--- src/sv/nws_pkg.sv ---
// Shared types, widths and constants of the Numerov wavefunction stepper.
`default_nettype none
package nws_pkg;

  // Field widths fixed by the payload structs
  localparam int PSI_WIDTH  = 48;
  localparam int G_WIDTH    = 34;
  localparam int NODE_WIDTH = 16;

  // Fixed-point formats
  localparam int V_WIDTH   = 32;
  localparam int G_FRAC    = 20;
  localparam int COEF_FRAC = 48;

  // Working widths
  localparam int G_EXT_WIDTH = (G_WIDTH + 1 > V_WIDTH + 3) ? G_WIDTH + 1 : V_WIDTH + 3;
  localparam int MUL_WIDTH   = 64;
  localparam int HALF_WIDTH  = MUL_WIDTH / 2;
  localparam int PROD_WIDTH  = 2 * MUL_WIDTH;
  localparam int TERM_WIDTH  = PROD_WIDTH - COEF_FRAC;
  localparam int TERM10_WIDTH = TERM_WIDTH + 4;
  localparam int NUM_WIDTH   = 88;
  localparam int NUM_MAG_WIDTH = 79;
  localparam int DEN_WIDTH   = MUL_WIDTH + 2;
  localparam int OP_WIDTH    = 3;
  localparam int DIV_CNT_WIDTH = 7;

  // Configuration port
  localparam int CFG_INDEX_WIDTH = 2;
  localparam int CFG_DATA_WIDTH  = 48;
  localparam int STEP_WIDTH      = 48;
  localparam int START_WIDTH     = 48;

  localparam logic [CFG_INDEX_WIDTH-1:0] CFG_ENERGY_GUESS    = 2'd0;
  localparam logic [CFG_INDEX_WIDTH-1:0] CFG_STEP_SQ_OVER_12 = 2'd1;
  localparam logic [CFG_INDEX_WIDTH-1:0] CFG_START_VALUE     = 2'd2;

  localparam logic [V_WIDTH-1:0]     ENERGY_GUESS_RESET    = 32'd104858;
  localparam logic [STEP_WIDTH-1:0]  STEP_SQ_OVER_12_RESET = 48'd234560;
  localparam logic [START_WIDTH-1:0] START_VALUE_RESET     = 48'd10995116;

  localparam int QUEUE_DEPTH_DEFAULT = 2;

  // Multiply operations of one recurrence step
  localparam logic [OP_WIDTH-1:0] OP_COEF_CUR  = 3'd0;
  localparam logic [OP_WIDTH-1:0] OP_COEF_PREV = 3'd1;
  localparam logic [OP_WIDTH-1:0] OP_COEF_NEW  = 3'd2;
  localparam logic [OP_WIDTH-1:0] OP_TERM_CUR  = 3'd3;
  localparam logic [OP_WIDTH-1:0] OP_TERM_PREV = 3'd4;

  typedef struct packed {
    logic signed [V_WIDTH-1:0] reduced_potential;
    logic                      restart;
  } in_item_t;

  typedef struct packed {
    logic signed [PSI_WIDTH-1:0] psi;
    logic [NODE_WIDTH-1:0]       node_count;
    logic                        saturated;
  } out_item_t;

  typedef enum logic [1:0] {
    KIND_RESTART,
    KIND_FIRST,
    KIND_RECUR
  } kind_t;

  typedef struct packed {
    kind_t                       kind;
    logic signed [G_WIDTH-1:0]   g;
    logic                        g_clip;
  } work_t;

  typedef enum logic [3:0] {
    BS_IDLE,
    BS_MUL,
    BS_MUL_POST,
    BS_NUM1,
    BS_NUM2,
    BS_NUM3,
    BS_NUM4,
    BS_DIV,
    BS_ROUND,
    BS_CLAMP,
    BS_FIN
  } back_state_t;

endpackage
`default_nettype wire

--- src/sv/nws_queue.sv ---
// Short queue of classified work items between front and back.
`default_nettype none
module nws_queue
  import nws_pkg::*;
#(
  parameter int DEPTH = QUEUE_DEPTH_DEFAULT
) (
  input  wire logic  clk,
  input  wire logic  rst,
  input  wire logic  push,
  input  wire work_t push_data,
  input  wire logic  pop,
  output work_t      head,
  output logic       full,
  output logic       empty
);

  localparam int PTR_WIDTH = (DEPTH > 1) ? $clog2(DEPTH) : 1;
  localparam int CNT_WIDTH = $clog2(DEPTH + 1);
  localparam logic [PTR_WIDTH-1:0] LAST = PTR_WIDTH'(DEPTH - 1);

  work_t                slots [DEPTH];
  logic [PTR_WIDTH-1:0] wr_ptr;
  logic [PTR_WIDTH-1:0] rd_ptr;
  logic [CNT_WIDTH-1:0] count;

  assign full  = (count == CNT_WIDTH'(DEPTH));
  assign empty = (count == '0);
  assign head  = slots[rd_ptr];

  // Store entry
  always_ff @(posedge clk) begin
    if (push) begin
      slots[wr_ptr] <= push_data;
    end
  end

  // Advance pointers and count
  always_ff @(posedge clk) begin
    if (rst) begin
      wr_ptr <= '0;
      rd_ptr <= '0;
      count  <= '0;
    end else begin
      if (push) begin
        wr_ptr <= (wr_ptr == LAST) ? '0 : wr_ptr + 1'b1;
      end
      if (pop) begin
        rd_ptr <= (rd_ptr == LAST) ? '0 : rd_ptr + 1'b1;
      end
      if (push && !pop) begin
        count <= count + 1'b1;
      end else if (pop && !push) begin
        count <= count - 1'b1;
      end
    end
  end

endmodule
`default_nettype wire

--- config.mk ---
export PLATFORM = sky130hd
export DESIGN_NAME = nws_queue
export DESIGN_NICKNAME = d
export VERILOG_FILES = /design/src/sv/nws_pkg.sv /design/src/sv/nws_queue.sv
export SDC_FILE = /design/constraint.sdc
export NUM_CORES = 1
export LEC_CHECK = 0
export BUFFER_PORTS_ARGS = -buffer_cell sky130_fd_sc_hd__buf_2
export CAP_MARGIN = 20
export CORE_ASPECT_RATIO = 1.5
export CORE_UTILIZATION = 40
export DETAILED_ROUTE_END_ITERATION = 8
export GPL_TIMING_DRIVEN = 0
export PLACE_DENSITY = 0.69
export REMOVE_ABC_BUFFERS = 1
export SYNTH_ARGS = -nofsm -noshare
export SYNTH_HDL_FRONTEND = slang
export SYNTH_SLANG_ARGS = --single-unit
export TNS_END_PERCENT = 50
--- constraint.sdc ---
create_clock -name clk -period 6 [get_ports clk]
set_input_delay 0.6 -clock clk [delete_from_list [all_inputs] [get_ports clk]]
set_output_delay 0.6 -clock clk [all_outputs]
set_load 0.05 [all_outputs]
==> flow_summary.toml <==
[worst_setup_path]
crit_path_start_kind = "flop"
rrSetupSlack_ns = 4.56
rr_endpoint = "slots[1][24]"
crit_fanout = 22
end_kind = "output port"
critPathRequiredTime_ns = 5.40
reg2reg_depth = 2
rr_startpoint = "wr_ptr"
arrival_ns = 1.76
path_class = "reg2out"

[floorplanning]
core_mm2 = 0.00690
start_util_pct = 41.8
rows = 37
die_w_um = 71.3
dieArea_mm2 = 0.00756
die_h_um = 106
pin_count = 80

[timing]
fin_setup_tns_ns = 0
slew_viol_final = 0
whs_ns = 0.432
maxSlewHeadroom_pct = 58.4
clock_skew_ns = 0.00662
fmaxAchievable_mhz = 423
hold_viol = 0
setup_viol = 0
period_minus_slack_ns = 2.36
worstMarginPinSlew_ns = 0.622
rsz0062_at_grt = "false"
fin_crit_sh_pct = 39.4

[cts]
htree_levels = 3
cts_root_buf = "clkbuf_8"
clockBufferDepth = 2
clk-insertion-delay-late_ns = 0.35
ctsResizeCount = 0
cts.sinks = 79
clkTransAtPathRegs_ns = 0.08
ctsHoldBuffers = 0
cts_tree = "done"
cts_setup_buffers = 0
cts_buffers = 9

[logic_synthesis]
yosys.area_share.simple_pct = 1.60
avgSynthCellArea_um2 = 21.1
synth-seq-cells = 79
synth_xor_area_share_pct = 1.21
seq_area_frac_synth_pct = 80.5
synth_ff_type = "edfxtp_1"
synth_edf_count = 74
synth_compound_area_share_pct = 0.347
synth_fa_ha_area_share_pct = 0.434
synth_top_family_by_area = "multiplexers"
synth_area_mm2 = 0.00289
synthCells = 137
synth.distinct_cells = 16
yosysWarnings = 0
async_reset_ff_share_pct = 0
synthMuxAreaShare_pct = 14.4

[status]
violations = "DRC"
status = "finished, violations left"

[pwr]
leakagePower_uw = 0.00136
ir_drop_mv = 0.181
p_per_area_mw_per_mm2 = 336

[worst_hold_path]
holdPathStages = 1
worstHoldEndpoint = "slots[0][1]"
hold_start = "push_data[1]"
hold_class = "in2reg"

[grt]
grt_pass1_wl_mm = 7.55
grt_max_degree = 23
overflow = 0
grt_antenna_before_repair = 0
grt_pass1_vias = 1588
grtUsageTotal_pct = 14.3

[drt]
vias_per_cell = 4.81
dr.pass1.iters = 6
drtIter0Drc = 80
wl_per_cell_um = 15.8
drc = 3
vias = 1485
wirelength_mm = 4.87
ant_nets = 0

[layout]
drive_gt1_share_pct = 58.4
final_cell_mix = "buf_2, edfxtp_1, mux2_2"
final_common_cell = "buf_2"
num-nets-final = 268
diodes = 0
area_growth_pct = 24.4

[placed_design]
dp_hpwl_mm = 3.25
port_buffers = 79
gp_congestion = 0.677

[flow_run]
maxCapViolCount = 0
-- worst max-delay path by stage --
| stage | from | end | slack, ns | depth (start not counted) |
|---|---|---|---|---|
| after floorplan | push | slots[0][0] | 3.30 | 1 |
| after CTS | flop | head[10] | 3.57 | 3 |
| after detailed placement | flop | head[10] | 3.96 | 3 |
| after global routing | flop | head[31] | 3.52 | 3 |
| final | flop | head[10] | 3.64 | 3 |
| after global placement | push | slots[0][29] | 2.08 | 2 |
-- kinds of logic after synthesis --
kind of cell	Yosys count
buffers and inverters	5
AND/OR/NAND/NOR	9
multiplexers	37
adder cells (fa/ha/maj)	1
AO/OA/AOI/OAI	2
flip-flops	79
XOR/XNOR	4
-- registers in the layout (all words and copies together) (netlist names), named ones only --
register and cells:
count 2, rd_ptr 1, slots 74, wr_ptr 1
-- area by class of cell --
class	count	area, µm²
well taps	78	97.6
clock buffers	11	131
multi-input cells	53	529
inverters	1	3.75
clock inverters	5	25.0
flip-flops and latches	79	2320
fillers	573	3310
repair buffers	82	478
-- per-stage QoR --
step	power (µW)	cell area, µm²	utilization, %	cells	worst slack [ns]
after global placement	886	3340	48.4	290	2.08
after detailed placement	900	3430	49.8	293	3.96
after floorplan	830	2850	-	133	3.30
final	1210	3590	52.0	309	3.64
after CTS	1220	3590	52.0	309	3.57
after global routing	1260	3590	52.0	309	3.52
-- cell usage after synthesis (2+ instances only) --
library cell	count	share of area, %
buf_6	3	1.2
dfxtp_1	5	3.5
edfxtp_1	74	77
mux2_2	37	14
nor2_1	5	0.65
xnor2_1	2	0.61
xor2_1	2	0.61
-- report_power, final --
group	switching, µW	total (µW)	internal, µW
clock	177	323	146
combinational	157	228	71.2
sequential	14.2	655	641
-- critical path, cell delays in order, from the launching register on --
cell and delay (ns):
dfxtp_2 0.61, buf_16 0.23, mux2_2 0.35, buf_2 0.21
-- layer usage --
| layer | track usage [%] | up-vias | routed length (µm) |
|---|---|---|---|
| met5 | 0 | - | 0 |
| met4 | 8.57 | 0 | 90 |
| met3 | 5.69 | 9 | 252 |
| met2 | 25.3 | 43 | 2780 |
| met1 | 13.5 | 728 | 1750 |
| li1 | - | 705 | - |
(Power assumes the default switching activity.)
