==> src/sv/nws_pkg.sv <==
// Shared types, widths and constants of the Numerov wavefunction stepper.
`default_nettype none
package nws_pkg;

  // Field widths fixed by the payload structs
  localparam int PSI_WIDTH  = 48;
  localparam int G_WIDTH    = 34;
  localparam int NODE_WIDTH = 16;

  // Fixed-point formats
  localparam int V_WIDTH   = 32;
  localparam int G_FRAC    = 20;
  localparam int COEF_FRAC = 48;

  // Working widths
  localparam int G_EXT_WIDTH = (G_WIDTH + 1 > V_WIDTH + 3) ? G_WIDTH + 1 : V_WIDTH + 3;
  localparam int MUL_WIDTH   = 64;
  localparam int HALF_WIDTH  = MUL_WIDTH / 2;
  localparam int PROD_WIDTH  = 2 * MUL_WIDTH;
  localparam int TERM_WIDTH  = PROD_WIDTH - COEF_FRAC;
  localparam int TERM10_WIDTH = TERM_WIDTH + 4;
  localparam int NUM_WIDTH   = 88;
  localparam int NUM_MAG_WIDTH = 79;
  localparam int DEN_WIDTH   = MUL_WIDTH + 2;
  localparam int OP_WIDTH    = 3;
  localparam int DIV_CNT_WIDTH = 7;

  // Configuration port
  localparam int CFG_INDEX_WIDTH = 2;
  localparam int CFG_DATA_WIDTH  = 48;
  localparam int STEP_WIDTH      = 48;
  localparam int START_WIDTH     = 48;

  localparam logic [CFG_INDEX_WIDTH-1:0] CFG_ENERGY_GUESS    = 2'd0;
  localparam logic [CFG_INDEX_WIDTH-1:0] CFG_STEP_SQ_OVER_12 = 2'd1;
  localparam logic [CFG_INDEX_WIDTH-1:0] CFG_START_VALUE     = 2'd2;

  localparam logic [V_WIDTH-1:0]     ENERGY_GUESS_RESET    = 32'd104858;
  localparam logic [STEP_WIDTH-1:0]  STEP_SQ_OVER_12_RESET = 48'd234560;
  localparam logic [START_WIDTH-1:0] START_VALUE_RESET     = 48'd10995116;

  localparam int QUEUE_DEPTH_DEFAULT = 2;

  // Multiply operations of one recurrence step
  localparam logic [OP_WIDTH-1:0] OP_COEF_CUR  = 3'd0;
  localparam logic [OP_WIDTH-1:0] OP_COEF_PREV = 3'd1;
  localparam logic [OP_WIDTH-1:0] OP_COEF_NEW  = 3'd2;
  localparam logic [OP_WIDTH-1:0] OP_TERM_CUR  = 3'd3;
  localparam logic [OP_WIDTH-1:0] OP_TERM_PREV = 3'd4;

  typedef struct packed {
    logic signed [V_WIDTH-1:0] reduced_potential;
    logic                      restart;
  } in_item_t;

  typedef struct packed {
    logic signed [PSI_WIDTH-1:0] psi;
    logic [NODE_WIDTH-1:0]       node_count;
    logic                        saturated;
  } out_item_t;

  typedef enum logic [1:0] {
    KIND_RESTART,
    KIND_FIRST,
    KIND_RECUR
  } kind_t;

  typedef struct packed {
    kind_t                       kind;
    logic signed [G_WIDTH-1:0]   g;
    logic                        g_clip;
  } work_t;

  typedef enum logic [3:0] {
    BS_IDLE,
    BS_MUL,
    BS_MUL_POST,
    BS_NUM1,
    BS_NUM2,
    BS_NUM3,
    BS_NUM4,
    BS_DIV,
    BS_ROUND,
    BS_CLAMP,
    BS_FIN
  } back_state_t;

endpackage
`default_nettype wire

==> src/sv/nws_front.sv <==
// Front end: takes input transfers, forms G and classifies each grid point.
`default_nettype none
module nws_front
  import nws_pkg::*;
(
  input  wire logic                clk,
  input  wire logic                rst,
  input  wire logic                in_valid,
  output logic                     in_stall,
  input  wire in_item_t            in_data,
  input  wire logic [V_WIDTH-1:0]  energy_guess,
  input  wire logic                queue_full,
  output logic                     push,
  output work_t                    push_data
);

  logic [1:0] points_seen;
  logic [1:0] points_seen_next;
  logic signed [G_EXT_WIDTH-1:0] v_ext;
  logic signed [G_EXT_WIDTH-1:0] e_ext;
  logic signed [G_EXT_WIDTH-1:0] d;
  logic [G_EXT_WIDTH-G_WIDTH:0]  d_top;
  logic                          fits;

  // Hold input while the queue is full
  assign in_stall = queue_full;
  assign push     = in_valid && !queue_full;

  // Form G = 2*(v - energy), clip to G width and classify the point
  always_comb begin
    v_ext = signed'({{(G_EXT_WIDTH-V_WIDTH){in_data.reduced_potential[V_WIDTH-1]}},
                     in_data.reduced_potential});
    e_ext = signed'({{(G_EXT_WIDTH-V_WIDTH){energy_guess[V_WIDTH-1]}}, energy_guess});
    d     = (v_ext - e_ext) <<< 1;
    d_top = d[G_EXT_WIDTH-1:G_WIDTH-1];
    fits  = (&d_top) || !(|d_top);
    push_data.g_clip = !fits;
    if (fits) begin
      push_data.g = d[G_WIDTH-1:0];
    end else if (d[G_EXT_WIDTH-1]) begin
      push_data.g = {1'b1, {(G_WIDTH-1){1'b0}}};
    end else begin
      push_data.g = {1'b0, {(G_WIDTH-1){1'b1}}};
    end
    if (in_data.restart || points_seen == 2'd0) begin
      push_data.kind   = KIND_RESTART;
      points_seen_next = 2'd1;
    end else if (points_seen == 2'd1) begin
      push_data.kind   = KIND_FIRST;
      points_seen_next = 2'd2;
    end else begin
      push_data.kind   = KIND_RECUR;
      points_seen_next = 2'd2;
    end
  end

  // Advance run position on each transfer
  always_ff @(posedge clk) begin
    if (rst) begin
      points_seen <= 2'd0;
    end else if (push) begin
      points_seen <= points_seen_next;
    end
  end

endmodule
`default_nettype wire

==> config.mk <==
export PLATFORM = sky130hd
export DESIGN_NAME = nws_front
export DESIGN_NICKNAME = d
export VERILOG_FILES = /design/src/sv/nws_pkg.sv /design/src/sv/nws_front.sv
export SDC_FILE = /design/constraint.sdc
export NUM_CORES = 1
export LEC_CHECK = 0
export BUFFER_PORTS_ARGS = -buffer_cell sky130_fd_sc_hd__buf_2
export CORE_MARGIN = 3
export CORE_UTILIZATION = 41
export DETAILED_ROUTE_END_ITERATION = 6
export HOLD_SLACK_MARGIN = 0.12
export PLACE_DENSITY = 0.78
export SLEW_MARGIN = 5
export SYNTH_ARGS = -nofsm -noshare
export SYNTH_HDL_FRONTEND = slang
export SYNTH_SLANG_ARGS = --single-unit
export TNS_END_PERCENT = 1
==> constraint.sdc <==
create_clock -name clk -period 2.5 [get_ports clk]
set_input_delay 0.25 -clock clk [delete_from_list [all_inputs] [get_ports clk]]
set_output_delay 0.25 -clock clk [all_outputs]
set_load 0.02 [all_outputs]
==> summary.txt <==
Run status
  • Outcome: finished with violations
  • Violated checks: setup timing

Critical path
  • Category of the worst setup path launch point: input port
  • Cell Chain, Critical Path: buf_2 -> ha_1 -> and2_4 -> a2111oi_4 -> o41ai_2 -> or4_1 -> a21oi_2 -> o31ai_1 -> a21oi_2 -> xnor2_2 -> buf_4
  • CP Data Required Time: 2.25 ns
  • CP max FO: 2
  • R2r startpoint: points_seen[0]
  • Crit Path Category: in2out
  • Slowest CP cell: sky130_fd_sc_hd__or4_1
  • Library cell appearing most often on the critical path: sky130_fd_sc_hd__a21oi_2
  • Nature of the critical path endpoint: output pin
  • Worst Path Arrival: 2.44 ns
  • Crit path largest cell delay: 0.43 ns
  • Critical path launch point: in_data[17]

STA
  • Final hold vios: 0
  • Final critical-path required period: 2.688 ns
  • Worst setup slack after layout: -0.1877 ns
  • Slew Limit Fails: 0
  • Peak clock frequency supported by timing: 0.3721 GHz
  • Unrepaired setup endpoints after global routing: true
  • Final setup skew: between 0.002 and 0.003 ns
  • Setup-violating endpoint count in the final report: 7
  • Setup total negative slack: -0.4443 ns
  • Period utilisation layout: 107.5%

Pwr
  • Internal cell power: between 500 and 600 uW
  • Static leakage: 0.001729 uW
  • Switching power summed over all nets: 574.5 uW
  • IR Drop Worst-Case VDD: 0.1827 mV
  • Combinational fraction of design power: 86.4%
  • Post-route total power: about 1200 uW
  • Portion of total power attributed to the clock network: approximately a tenth
  • Sw Ratio: between 40 and 50%
  • Power per Cell Area: 378.6 nW/um^2
  • Sequential fraction of design power: 3.0%

Clock tree
  • Library cell used as clock root buffer: sky130_fd_sc_hd__clkbuf_8
  • Level count of the clock H-tree: 1
  • Number of CTS-inserted buffers: 3
  • Clock sink total: 2
  • Clock slew at reported path FFs: 0.03 ns
  • TritonCTS clock tree: done
  • Number of buffers on the longest clock path: 2
  • Clock insertion delay at the later pin of the skew report: approximately 0.21 ns

Detailed routing
  • Via count: ~2600
  • DRC Markers: 0
  • Vias/cell: 5.270
  • Routed wire length: 6.327 mm
  • Routed len/inst: 12.65 um
  • Number of design-rule violations left by the first detailed-router iteration: 104
  • First-pass iteration count of the detailed router: 4
  • Number of antenna-violating nets in the routed design: 0

Place
  • Worst slack at placement: -0.3091 ns
  • Placer Congestion: around 0.96
  • Number of buffers added on ports: 105
  • DP HPWL: between 5 and 6 mm
  • Cell Count Post-Placement: 496

Yosys
  • Post-Syn Instances: between 200 and 300
  • Flip-flop and latch count after synthesis: 2
  • Syn. warnings: 0
  • Number of synthesized flops with an enable pin: 0
  • Synth Area per Inst: 6.591 um^2
  • Fraction of synthesis flops using an asynchronous set or reset pin: 0%
  • Count of different cell masters after synthesis: 42
  • Mapped cell area: between 1500 and 2000 um^2
  • Share of the yosys chip area belonging to registers: under 10%
  • Top FF cell, synth: sky130_fd_sc_hd__dfxtp_1

Global route
  • Busiest metal layer after global routing: met2
  • Initial antenna violation count: 0
  • Grt met2 use: 42.81%
  • Overflow left after global routing: 0
  • GRT Overall Usage: between 20% and 30%
  • Largest net degree at the start of global routing: 8
  • GR Util met3: approximately 1.9%
  • First-pass GRT wire length: 10.07 mm
  • GR met1 Demand/Resource: a little over a quarter
  • Vias in the first global route: between 2000 and 3000

Worst hold path
  • Hold crit path type: in2reg
  • Hold wc startpoint: rst

Finish
  • Most flops, register: points_seen
  • Most common cell after layout, fill and taps aside: sky130_fd_sc_hd__buf_2
  • Post-route core utilization: 70.24%
  • Filler-free cell count of the finished design: 500
  • Number of nets in the finished design: around 550
  • Most used cells in the layout excluding fill and tap cells: 92 x sky130_fd_sc_hd__buf_2, 71 x sky130_fd_sc_hd__buf_4, 44 x sky130_fd_sc_hd__inv_1
  • Layout cells sized above 1: 43.30%
  • Regs by FF count: points_seen: 2 flops
  • Flip-flop count of the largest register after layout: 2
  • Area grow syn2layout: 63.35%
  • Number of antenna cells inserted: 0

Die
  • Floorplan die area: around 5500 um^2
  • Area of the placeable core: 4414 um^2
  • X dimension of the die: 74.04 um
  • Die height: ~74 um
  • Initial cell density of the core: 43.00%
  • Top Ports: 108
  • Placement Rows: 24

Job
  • Count of max-cap constraint violations: 0
-- power groups by stage --
stage | Combinational (uW) | Clock [uW] | Sequential [uW]
final | 1010 | 124 | 35.2
after global routing | 1100 | 131 | 35.3
after CTS | 976 | 125 | 35.2
after detailed placement | 933 | 0 | 35.5
after global placement | 917 | 0 | 35.3
after floorplan | 571 | 0 | 35.2
-- cell families (layout without fill, tap and decap cells) --
| kind of cell | Yosys count | after routing | synth area share (%) |
|---|---|---|---|
| and+or+nand+nor | 76 | 76 | 18.92 |
| AOI/OAI and AO/OA | 95 | 95 | 32.04 |
| other | 1 | 2 | 0.1976 |
| buffers and inverters | 51 | 210 | 10.74 |
| xor gates and xnor gates | 30 | 30 | 13.84 |
| DFF | 2 | 2 | 2.110 |
| adders and majority gates | 33 | 33 | 22.15 |
-- worst max-delay path: cells and delay by family --
family,cells,cell delay [ns]
buffers and inverters,2,0.25
AOI/OAI and AO/OA,5,0.91
xor gates and xnor gates,1,0.12
adders and majority gates,1,0.30
and+or+nand+nor,2,0.61
-- cell type report --
class	instances	area [um^2]
inverter	44	165.2
fill	366	1314
multi-input combinational	236	1795
sequential	2	40.04
timing repair buffer	163	993.5
tap	52	65.06
clock buffer	3	41.29
-- synthesized netlist by cell type, types with 3 or more instances --
master / count / area (um^2)
sky130_fd_sc_hd__o211ai_1: 3 / 22.52
sky130_fd_sc_hd__a21o_1: 9 / 67.56
sky130_fd_sc_hd__nand3_1: 10 / 50.05
sky130_fd_sc_hd__o21ai_0: 15 / 75.07
sky130_fd_sc_hd__ha_1: 32 / 400.4
sky130_fd_sc_hd__xnor2_1: 19 / 166.4
sky130_fd_sc_hd__o21a_1: 5 / 37.54
sky130_fd_sc_hd__a31oi_1: 5 / 31.28
sky130_fd_sc_hd__and3_1: 3 / 18.77
sky130_fd_sc_hd__clkbuf_1: 3 / 11.26
sky130_fd_sc_hd__buf_4: 3 / 22.52
sky130_fd_sc_hd__nor3_1: 8 / 40.04
sky130_fd_sc_hd__o21bai_1: 5 / 37.54
sky130_fd_sc_hd__a21oi_1: 34 / 170.2
sky130_fd_sc_hd__o2111ai_1: 3 / 26.28
sky130_fd_sc_hd__nor2b_1: 5 / 31.28
sky130_fd_sc_hd__nand2_1: 20 / 75.07
sky130_fd_sc_hd__xor2_1: 11 / 96.34
sky130_fd_sc_hd__nor2_1: 20 / 75.07
sky130_fd_sc_hd__inv_1: 44 / 165.2
-- worst paths after layout --
path,slack (ns),to,depth (start not counted)
worst max register to register,1.74,points_seen[0],3
worst min-delay path,0.23,points_seen[0],2
worst min register to register,0.54,points_seen[1],2
worst max-delay path,-0.19,push_data[32],11
-- routing by layer --
layer,vias up,part of all wire [%]
li1,1334,-
met1,1189,42
met2,100,51
met3,12,6.1
met4,0,1.5
met5,-,0
-- what timing repair did --
item / 4_1_cts / 5_1_grt
endpoints found under the setup margin: 17 / 18
gates resized for setup: 20 / 19
buffers inserted: 1 / 0
pin swaps: 5 / 4
hold buffers: 0 / 0
-- stage by stage --
step,hold slack (ns),instance area [um^2]
after floorplan,0.3224,1909
after global placement,0.4388,2889
after detailed placement,0.4405,2889
after CTS,0.2263,3037
after global routing,0.2409,3100
final,0.2305,3100
(Power assumes the default switching activity.)
